`src/rtl/sbl_pkg.sv`:
```
// Shared types and constants for the sorted byte list core.
`timescale 1ns / 1ps

package sbl_pkg;

    // List geometry
    localparam int LIST_DEPTH = 16;
    localparam int IDX_W      = $clog2(LIST_DEPTH);
    localparam int CNT_W      = $clog2(LIST_DEPTH + 1);
    localparam int VAL_W      = 8;
    localparam int OP_W       = 2;
    localparam int STS_W      = 2;

    // Operation codes
    typedef enum logic [OP_W-1:0] {
        OP_INSERT = 2'd0,
        OP_REMOVE = 2'd1,
        OP_APPEND = 2'd2,
        OP_POP    = 2'd3
    } t_op;

    // Result status codes
    typedef enum logic [STS_W-1:0] {
        ST_OK        = 2'd0,
        ST_FULL      = 2'd1,
        ST_NOT_FOUND = 2'd2,
        ST_EMPTY     = 2'd3
    } t_status;

    // Commands from controller to datapath
    typedef struct packed {
        logic load;   // latch a new operation
        logic rd;     // issue a read of the current entry
        logic eval;   // act on the read data
        logic tail;   // write the carried byte at the tail
    } t_dp_cmd;

    // Status from datapath to controller
    typedef struct packed {
        logic full;
        logic empty;
        logic last;       // current entry is the last one held
        logic op_insert;  // latched operation is a sorted insert
    } t_dp_sts;

endpackage

```
`src/rtl/sbl_ctrl.sv`:
```
// Controller state machine for the sorted byte list core.
`timescale 1ns / 1ps

module sbl_ctrl (
    input  logic                     i_clk,
    input  logic                     i_rst_n,
    input  logic                     start,
    input  logic [sbl_pkg::OP_W-1:0] i_operation,
    input  sbl_pkg::t_dp_sts         i_sts,
    output sbl_pkg::t_dp_cmd         o_cmd,
    output logic                     busy,
    output logic                     o_done
);
    import sbl_pkg::*;

    typedef enum logic [4:0] {
        S_IDLE = 5'b00001,
        S_READ = 5'b00010,
        S_EVAL = 5'b00100,
        S_TAIL = 5'b01000,
        S_RESP = 5'b10000
    } t_state;

    t_state r_state;
    t_state n_state;

    // Next-state logic
    always_comb begin
        n_state = r_state;
        unique case (r_state)
            S_IDLE: begin
                if (start) begin
                    unique case (t_op'(i_operation))
                        OP_INSERT: n_state = i_sts.full  ? S_RESP :
                                             i_sts.empty ? S_TAIL : S_READ;
                        OP_APPEND: n_state = i_sts.full  ? S_RESP : S_TAIL;
                        OP_REMOVE,
                        OP_POP:    n_state = i_sts.empty ? S_RESP : S_READ;
                        default:   n_state = S_RESP;
                    endcase
                end
            end
            S_READ: n_state = S_EVAL;
            S_EVAL: begin
                if (i_sts.last) begin
                    n_state = i_sts.op_insert ? S_TAIL : S_RESP;
                end else begin
                    n_state = S_READ;
                end
            end
            S_TAIL:  n_state = S_RESP;
            S_RESP:  n_state = S_IDLE;
            default: n_state = S_IDLE;
        endcase
    end

    // State register
    always_ff @(posedge i_clk) begin
        if (!i_rst_n) begin
            r_state <= S_IDLE;
        end else begin
            r_state <= n_state;
        end
    end

    // Decode commands and handshake outputs
    always_comb begin
        o_cmd.load = (r_state == S_IDLE) && start;
        o_cmd.rd   = (r_state == S_READ);
        o_cmd.eval = (r_state == S_EVAL);
        o_cmd.tail = (r_state == S_TAIL);
    end

    assign busy   = (r_state != S_IDLE);
    assign o_done = (r_state == S_RESP);

endmodule

```
`src/rtl/sbl_dpath.sv`:
```
// Datapath for the sorted byte list core: entry memory, walk index and result registers.
`timescale 1ns / 1ps

module sbl_dpath (
    input  logic                      i_clk,
    input  logic                      i_rst_n,
    input  sbl_pkg::t_dp_cmd          i_cmd,
    input  logic [sbl_pkg::OP_W-1:0]  i_operation,
    input  logic [sbl_pkg::VAL_W-1:0] i_value,
    output sbl_pkg::t_dp_sts          o_sts,
    output logic [sbl_pkg::STS_W-1:0] o_status,
    output logic [sbl_pkg::VAL_W-1:0] o_popped_value,
    output logic [sbl_pkg::CNT_W-1:0] o_entry_count
);
    import sbl_pkg::*;

    // Entry memory
    logic [VAL_W-1:0] r_mem [LIST_DEPTH];
    logic [VAL_W-1:0] r_rdata;

    // Walk and operation registers
    t_op              r_op;
    logic [VAL_W-1:0] r_val;
    logic [VAL_W-1:0] r_carry;
    logic [VAL_W-1:0] n_carry;
    logic [IDX_W-1:0] r_idx;
    logic             r_found;
    logic [CNT_W-1:0] r_count;
    t_status          r_status;
    logic [VAL_W-1:0] r_popped;

    logic             full;
    logic             empty;
    logic             last;
    logic             hit;
    logic             match;
    logic             wr_en;
    logic [IDX_W-1:0] wr_addr;
    logic [VAL_W-1:0] wr_data;
    t_status          load_status;

    assign full  = (r_count == CNT_W'(LIST_DEPTH));
    assign empty = (r_count == '0);
    assign last  = (CNT_W'(r_idx) == (r_count - CNT_W'(1)));

    assign o_sts.full      = full;
    assign o_sts.empty     = empty;
    assign o_sts.last      = last;
    assign o_sts.op_insert = (r_op == OP_INSERT);

    // Reject a new operation that cannot proceed
    always_comb begin
        load_status = ST_OK;
        unique case (t_op'(i_operation))
            OP_INSERT, OP_APPEND: if (full)  load_status = ST_FULL;
            OP_REMOVE, OP_POP:    if (empty) load_status = ST_EMPTY;
            default:              load_status = ST_OK;
        endcase
    end

    // Evaluate the entry just read; pick the memory write
    always_comb begin
        match   = (r_op == OP_POP) ? (r_idx == '0) : (r_rdata == r_val);
        hit     = 1'b0;
        wr_en   = 1'b0;
        wr_addr = r_idx;
        wr_data = r_carry;
        n_carry = r_carry;
        if (i_cmd.tail) begin
            wr_en   = 1'b1;
            wr_addr = r_count[IDX_W-1:0];
            wr_data = r_carry;
        end else if (i_cmd.eval) begin
            if (r_op == OP_INSERT) begin
                // Shift the rest up from the first larger entry on
                hit     = r_found || (r_rdata > r_val);
                wr_en   = hit;
                wr_addr = r_idx;
                wr_data = r_carry;
                if (hit) begin
                    n_carry = r_rdata;
                end
            end else begin
                // Close the gap behind the removed entry
                hit     = r_found || match;
                wr_en   = r_found;
                wr_addr = r_idx - IDX_W'(1);
                wr_data = r_rdata;
            end
        end
    end

    // Memory write and registered read
    always_ff @(posedge i_clk) begin
        if (wr_en) begin
            r_mem[wr_addr] <= wr_data;
        end
        if (i_cmd.rd) begin
            r_rdata <= r_mem[r_idx];
        end
    end

    // Payload registers
    always_ff @(posedge i_clk) begin
        if (i_cmd.load) begin
            r_op     <= t_op'(i_operation);
            r_val    <= i_value;
            r_carry  <= i_value;
            r_idx    <= '0;
            r_found  <= 1'b0;
            r_popped <= '0;
            r_status <= load_status;
        end else if (i_cmd.eval) begin
            r_carry <= n_carry;
            r_found <= hit;
            r_idx   <= r_idx + IDX_W'(1);
            if ((r_op == OP_POP) && !r_found) begin
                r_popped <= r_rdata;
            end
            if (last && (r_op != OP_INSERT) && !hit) begin
                r_status <= ST_NOT_FOUND;
            end
        end
    end

    // Entry count
    always_ff @(posedge i_clk) begin
        if (!i_rst_n) begin
            r_count <= '0;
        end else if (i_cmd.tail) begin
            r_count <= r_count + CNT_W'(1);
        end else if (i_cmd.eval && last && (r_op != OP_INSERT) && hit) begin
            r_count <= r_count - CNT_W'(1);
        end
    end

    assign o_status       = r_status;
    assign o_popped_value = r_popped;
    assign o_entry_count  = r_count;

endmodule

```
`src/rtl/sorted_byte_list_core.sv`:
```
// Top level of the sorted byte list core: controller plus datapath.
`timescale 1ns / 1ps
//
// Holds up to 16 bytes and runs one operation per command: sorted insert,
// remove by key, append at tail, or pop front.
// Command channel: a transfer happens at a rising edge with start high and
// busy low; i_operation and i_value are sampled at that edge. busy stays
// high until the result has been shown.
// Result channel: o_done is high for exactly one cycle; o_status,
// o_popped_value and o_entry_count are valid in that cycle. The receiver
// cannot stall; the result is taken at the edge that ends the cycle.
// Steps from the accepting edge to the result cycle: a rejected operation
// (full or empty) goes straight to the result; an append, or an insert
// into an empty list, writes the tail entry first; an insert, remove or
// pop walks the whole list, and an insert then ends with the tail write.
// One item is worked at a time; the walk reads each entry (S_READ), then
// compares it and does the shift write (S_EVAL), as the entry memory has
// a single registered read port.
// Synchronous reset clears the entry count and returns to idle; the entry
// memory is not cleared, as entries are read only after being written.
//
module sorted_byte_list_core (
    input  logic                      i_clk,
    input  logic                      i_rst_n,
    input  logic                      start,
    output logic                      busy,
    input  logic [sbl_pkg::OP_W-1:0]  i_operation,
    input  logic [sbl_pkg::VAL_W-1:0] i_value,
    output logic                      o_done,
    output logic [sbl_pkg::STS_W-1:0] o_status,
    output logic [sbl_pkg::VAL_W-1:0] o_popped_value,
    output logic [sbl_pkg::CNT_W-1:0] o_entry_count
);
    import sbl_pkg::*;

    t_dp_cmd cmd;
    t_dp_sts sts;

    sbl_ctrl u_ctrl (
        .i_clk       (i_clk),
        .i_rst_n     (i_rst_n),
        .start       (start),
        .i_operation (i_operation),
        .i_sts       (sts),
        .o_cmd       (cmd),
        .busy        (busy),
        .o_done      (o_done)
    );

    sbl_dpath u_dpath (
        .i_clk          (i_clk),
        .i_rst_n        (i_rst_n),
        .i_cmd          (cmd),
        .i_operation    (i_operation),
        .i_value        (i_value),
        .o_sts          (sts),
        .o_status       (o_status),
        .o_popped_value (o_popped_value),
        .o_entry_count  (o_entry_count)
    );

`ifndef NO_ASSERTIONS
    a_count_range: assert property (@(posedge i_clk) disable iff (!i_rst_n)
        o_entry_count <= CNT_W'(LIST_DEPTH))
        else $error("entry count above list depth");

    a_accept_busy: assert property (@(posedge i_clk) disable iff (!i_rst_n)
        (start && !busy) |=> busy)
        else $error("busy not raised after command transfer");

    a_done_idle: assert property (@(posedge i_clk) disable iff (!i_rst_n)
        o_done |=> !busy)
        else $error("not idle after result");

    a_full_count: assert property (@(posedge i_clk) disable iff (!i_rst_n)
        (o_done && (o_status == ST_FULL)) |-> (o_entry_count == CNT_W'(LIST_DEPTH)))
        else $error("full status with list not full");

    a_pop_status: assert property (@(posedge i_clk) disable iff (!i_rst_n)
        (o_done && (o_popped_value != '0)) |-> (o_status == ST_OK))
        else $error("popped value with failing status");
`endif

endmodule
```
`config.mk`:
```
export PLATFORM = sky130hd
export DESIGN_NAME = sorted_byte_list_core
export DESIGN_NICKNAME = d
export VERILOG_FILES = /design/src/rtl/sbl_pkg.sv /design/src/rtl/sbl_ctrl.sv /design/src/rtl/sbl_dpath.sv /design/src/rtl/sorted_byte_list_core.sv
export SDC_FILE = /design/constraint.sdc
export NUM_CORES = 1
export LEC_CHECK = 0
export BUFFER_PORTS_ARGS = -buffer_cell sky130_fd_sc_hd__buf_2
export CAP_MARGIN = 20
export CORE_MARGIN = 3
export CORE_UTILIZATION = 50
export CTS_CLUSTER_SIZE = 10
export DETAILED_ROUTE_END_ITERATION = 8
export GPL_ROUTABILITY_DRIVEN = 0
export PLACE_DENSITY = 0.67
export SLEW_MARGIN = 30
export SYNTH_ARGS = -nofsm -noshare
export SYNTH_HDL_FRONTEND = slang
export SYNTH_HIERARCHICAL = 1
export SYNTH_SLANG_ARGS = --single-unit
export TNS_END_PERCENT = 10
```
`constraint.sdc`:
```
create_clock -name i_clk -period 8.1 [get_ports i_clk]
set_input_delay 0.405 -clock i_clk [delete_from_list [all_inputs] [get_ports i_clk]]
set_output_delay 0.405 -clock i_clk [all_outputs]
set_load 0.005 [all_outputs]
```
==> results.py <==
metrics = {
    "status": {
        "status": "completed",
    },
    "run": {
        "cap_violations": 0,
    },
    "worst_setup_path": {
        "crit_type": "flop to flop",
        "slowest_stage": "nor2_1",
        "crit_end": "u_dpath/r_mem[4][1]",
        "r2r_cells": 8,
        "cpPeakStageDelay_ns": 0.56,
        "crit_start": "u_ctrl/r_state[2]",
        "cp.required_ns": 8.15,
        "worst_setup_path_start_kind": "flop",
        "ff2ff_setup_slack_ns": 4.38,
        "crit_arrival_ns": 3.77,
        "rr_endpoint": "u_dpath/r_mem[4][1]",
        "r2r_start": "u_ctrl/r_state[2]",
        "critPathMaxFanout": 12,
        "path_cells": "nor3b_1 -> and2_1 -> o21ai_1 -> or4_4 -> xnor2_1 -> o31ai_1 -> nand2_1 -> nor2_1",
        "end_kind": "flop",
    },
    "min_path": {
        "hold_class": "input pin to flop",
    },
    "pwr": {
        "power_mw": 1.90,
        "combPwrFrac": 0.039,
        "p_leak_nw": 2.86,
        "p_sw_frac": 0.204,
        "seqPwrFrac": 0.541,
        "power_switching_mw": 0.388,
        "ir_drop_v": 0.000173,
        "power.internal_mw": 1.51,
        "clkPwrFrac": 0.420,
        "cellPowerDensity_nw_per_um2": 219,
    },
    "layout": {
        "final_cell_mix": "156 x edfxtp_1, 40 x mux4_2, 36 x nand2_1",
        "layout_commonest_cell": "edfxtp_1",
        "fin_nets": 538,
        "layout-drive-gt1-share": 0.262,
        "syn_to_final_growth_pct": 11.3,
        "fin_area_sq_um": 8650,
        "antenna_cells": 0,
        "fin_cells": 710,
        "final_core_util": 0.582,
    },
    "floorplan": {
        "dieArea_sq_um": 17100,
        "core_sq_um": 14900,
        "placementRows": 44,
        "ios": 30,
        "die_h_um": 131,
        "die_x_um": 131,
        "start_util": 0.523,
    },
    "clock_network": {
        "cts.root.buffer_cell": "clkbuf_16",
        "cts_made_buffers": 17,
        "htreeDepth": 4,
        "post-cts-setup-buffer-count": 0,
        "ctsHoldBuffers": 0,
        "clk_latency_ns": 0.42,
        "ctsResizeCount": 0,
        "clockBufferDepth": 2,
        "cts_sinks": 179,
        "cts_tree": "done",
        "path_clk_slew_ns": 0.07,
    },
    "route": {
        "routed_wirelength_um": 15600,
        "via_per_inst": 6.01,
        "drt-initial-drc-count": 452,
        "drc": 0,
        "detail-route-antenna-nets": 0,
        "first_pass_iters": 5,
        "via_count": 4266,
        "wire_per_inst_um": 21.9,
    },
    "synth": {
        "syn-num-nets": 512,
        "yosys_warnings": 6,
        "synth_cell_types": 59,
        "yosys-top-cells-area": "edfxtp_1 60%, mux4_2 12%, dfxtp_1 5.9%",
        "syn-cell-area_sq_um": 7770,
        "synth_top_area_cell": "edfxtp_1",
        "synth-seq-cells": 179,
        "synth_ff_type": "edfxtp_1",
        "synth_seq_area_share": 0.662,
        "synthArstFlopShare": 0,
        "syn_inst": 487,
        "synth_top_area_frac": 0.603,
        "synth_edf_count": 156,
        "postSynthAreaPerCell_sq_um": 16.0,
    },
    "place": {
        "placed_cell_area_sq_um": 8040,
        "numPortBuffers": 29,
        "pre_cts_slack_ns": 4.25,
        "dp_hpwl_um": 10500,
        "dp_cells": 678,
    },
    "global_routing": {
        "grt_pass1_vias": 4285,
        "grt_overflow": 0,
        "grt_pass1_wl_um": 24800,
        "antenna_found_initial": 0,
        "grt_start_max_net_pins": 40,
        "grt_usage": 0.199,
    },
    "timing": {
        "finalCritPeriodShare": 0.459,
        "skew_ns": 0.0149,
        "fmax_ghz": 0.269,
        "timing.setup.tns_ns": 0,
        "slew_headroom": 0.406,
        "post-route-min-period_ns": 3.72,
        "setup-violations-final": 0,
        "rsz0062_at_grt": "false",
        "report.final.slew_viol_count": 0,
        "hold_viol": 0,
        "worst-slew-pin-transition_ns": 0.889,
        "holdWs_ns": 0.174,
        "setup_ws_ns": 4.38,
    },
}
==> state kept, by name, summed over array words and instances, names as in the netlist, 4 cells and up <==
register and count:
u_dpath/r_carry 8, u_dpath/r_rdata 8, u_dpath/r_idx 4, u_dpath/r_mem 128, u_dpath/o_entry_count 5, u_dpath/o_popped_value 8
u_dpath/r_val 8, u_ctrl/r_state 5
==> power by group through the flow <==
stage	logic, mW	clock network (mW)	registers, mW
3_5_place_dp	0.0740	0	1.05
3_3_place_gp	0.0723	0	1.05
5_1_grt	0.0813	0.854	1.03
2_1_floorplan	0.0455	0	1.04
6_report	0.0736	0.798	1.03
4_1_cts	0.0738	0.810	1.03
==> metal layers <==
| layer | share of wire | GRT usage |
|---|---|---|
| met5 | 0 | 0 |
| met1 | 0.41 | 0.274 |
| met2 | 0.49 | 0.320 |
| met3 | 0.077 | 0.0407 |
| met4 | 0.019 | 0.0672 |
==> worst min-delay path by stage <==
| stage | start | endpoint | slack, ns | depth (start not counted) |
|---|---|---|---|---|
| floorplan | u_dpath/o_popped_value[0] | u_dpath/o_popped_value[0] | 0.45 | 2 |
| global placement | u_dpath/o_popped_value[2] | u_dpath/o_popped_value[2] | 0.44 | 2 |
| detailed placement | u_dpath/o_popped_value[1] | u_dpath/o_popped_value[1] | 0.45 | 2 |
| CTS | i_value[6] | u_dpath/r_val[6] | 0.16 | 1 |
| global route | i_value[6] | u_dpath/r_val[6] | 0.16 | 1 |
| finish | i_value[6] | u_dpath/r_val[6] | 0.17 | 1 |
==> cell usage after synthesis (2+ instances only) <==
cell type and n:
o21ai_0 8, ha_1 12, nand4_1 4, buf_6 2
nor2_1 28, mux2i_1 4, nand3b_1 3, a21oi_1 14
nor3_2 2, xnor2_1 9, and2_1 5, nand3_1 5
o2111ai_1 2, buf_4 9, o311ai_0 2, nand2_1 36
nor3b_1 2, a22oi_1 4, nor2b_1 5, buf_2 4
nand2b_1 4, mux2_2 14, dfxtp_1 23, o31ai_1 3
edfxtp_1 156, clkbuf_1 11, and3_1 5, o211ai_1 2
a21o_1 3, inv_1 18, a31oi_1 2, mux4_2 40
o21ai_1 3, nor3_1 12, xor2_1 7
==> logic make-up after synthesis <==
| group | Yosys count | share of synthesized area |
|---|---|---|
| xor gates and xnor gates | 16 | 0.0180 |
| buffers and inverters | 46 | 0.0291 |
| adders and majority gates | 12 | 0.0193 |
| AOI/OAI and AO/OA | 52 | 0.0454 |
| muxes | 58 | 0.141 |
| DFF | 179 | 0.662 |
| and+or+nand+nor | 124 | 0.0845 |
==> worst max-delay path: cells and delay by family (launching register included) <==
kind	cells	cell delay (ns)
AO/OA/AOI/OAI	2	0.79
XOR/XNOR	1	0.16
flip-flops	1	0.39
AND/OR/NAND/NOR	5	2.01
==> area by class of cell <==
type	count	area, sq um
fillers	1099	6220
clock inverters	11	128
well taps	184	230
clock buffers	21	450
multi-input cells	262	2440
flip-flops and latches	179	5150
inverters	19	71.3
repair buffers	34	183
Note: power is estimated with default switching activity, not from simulation.
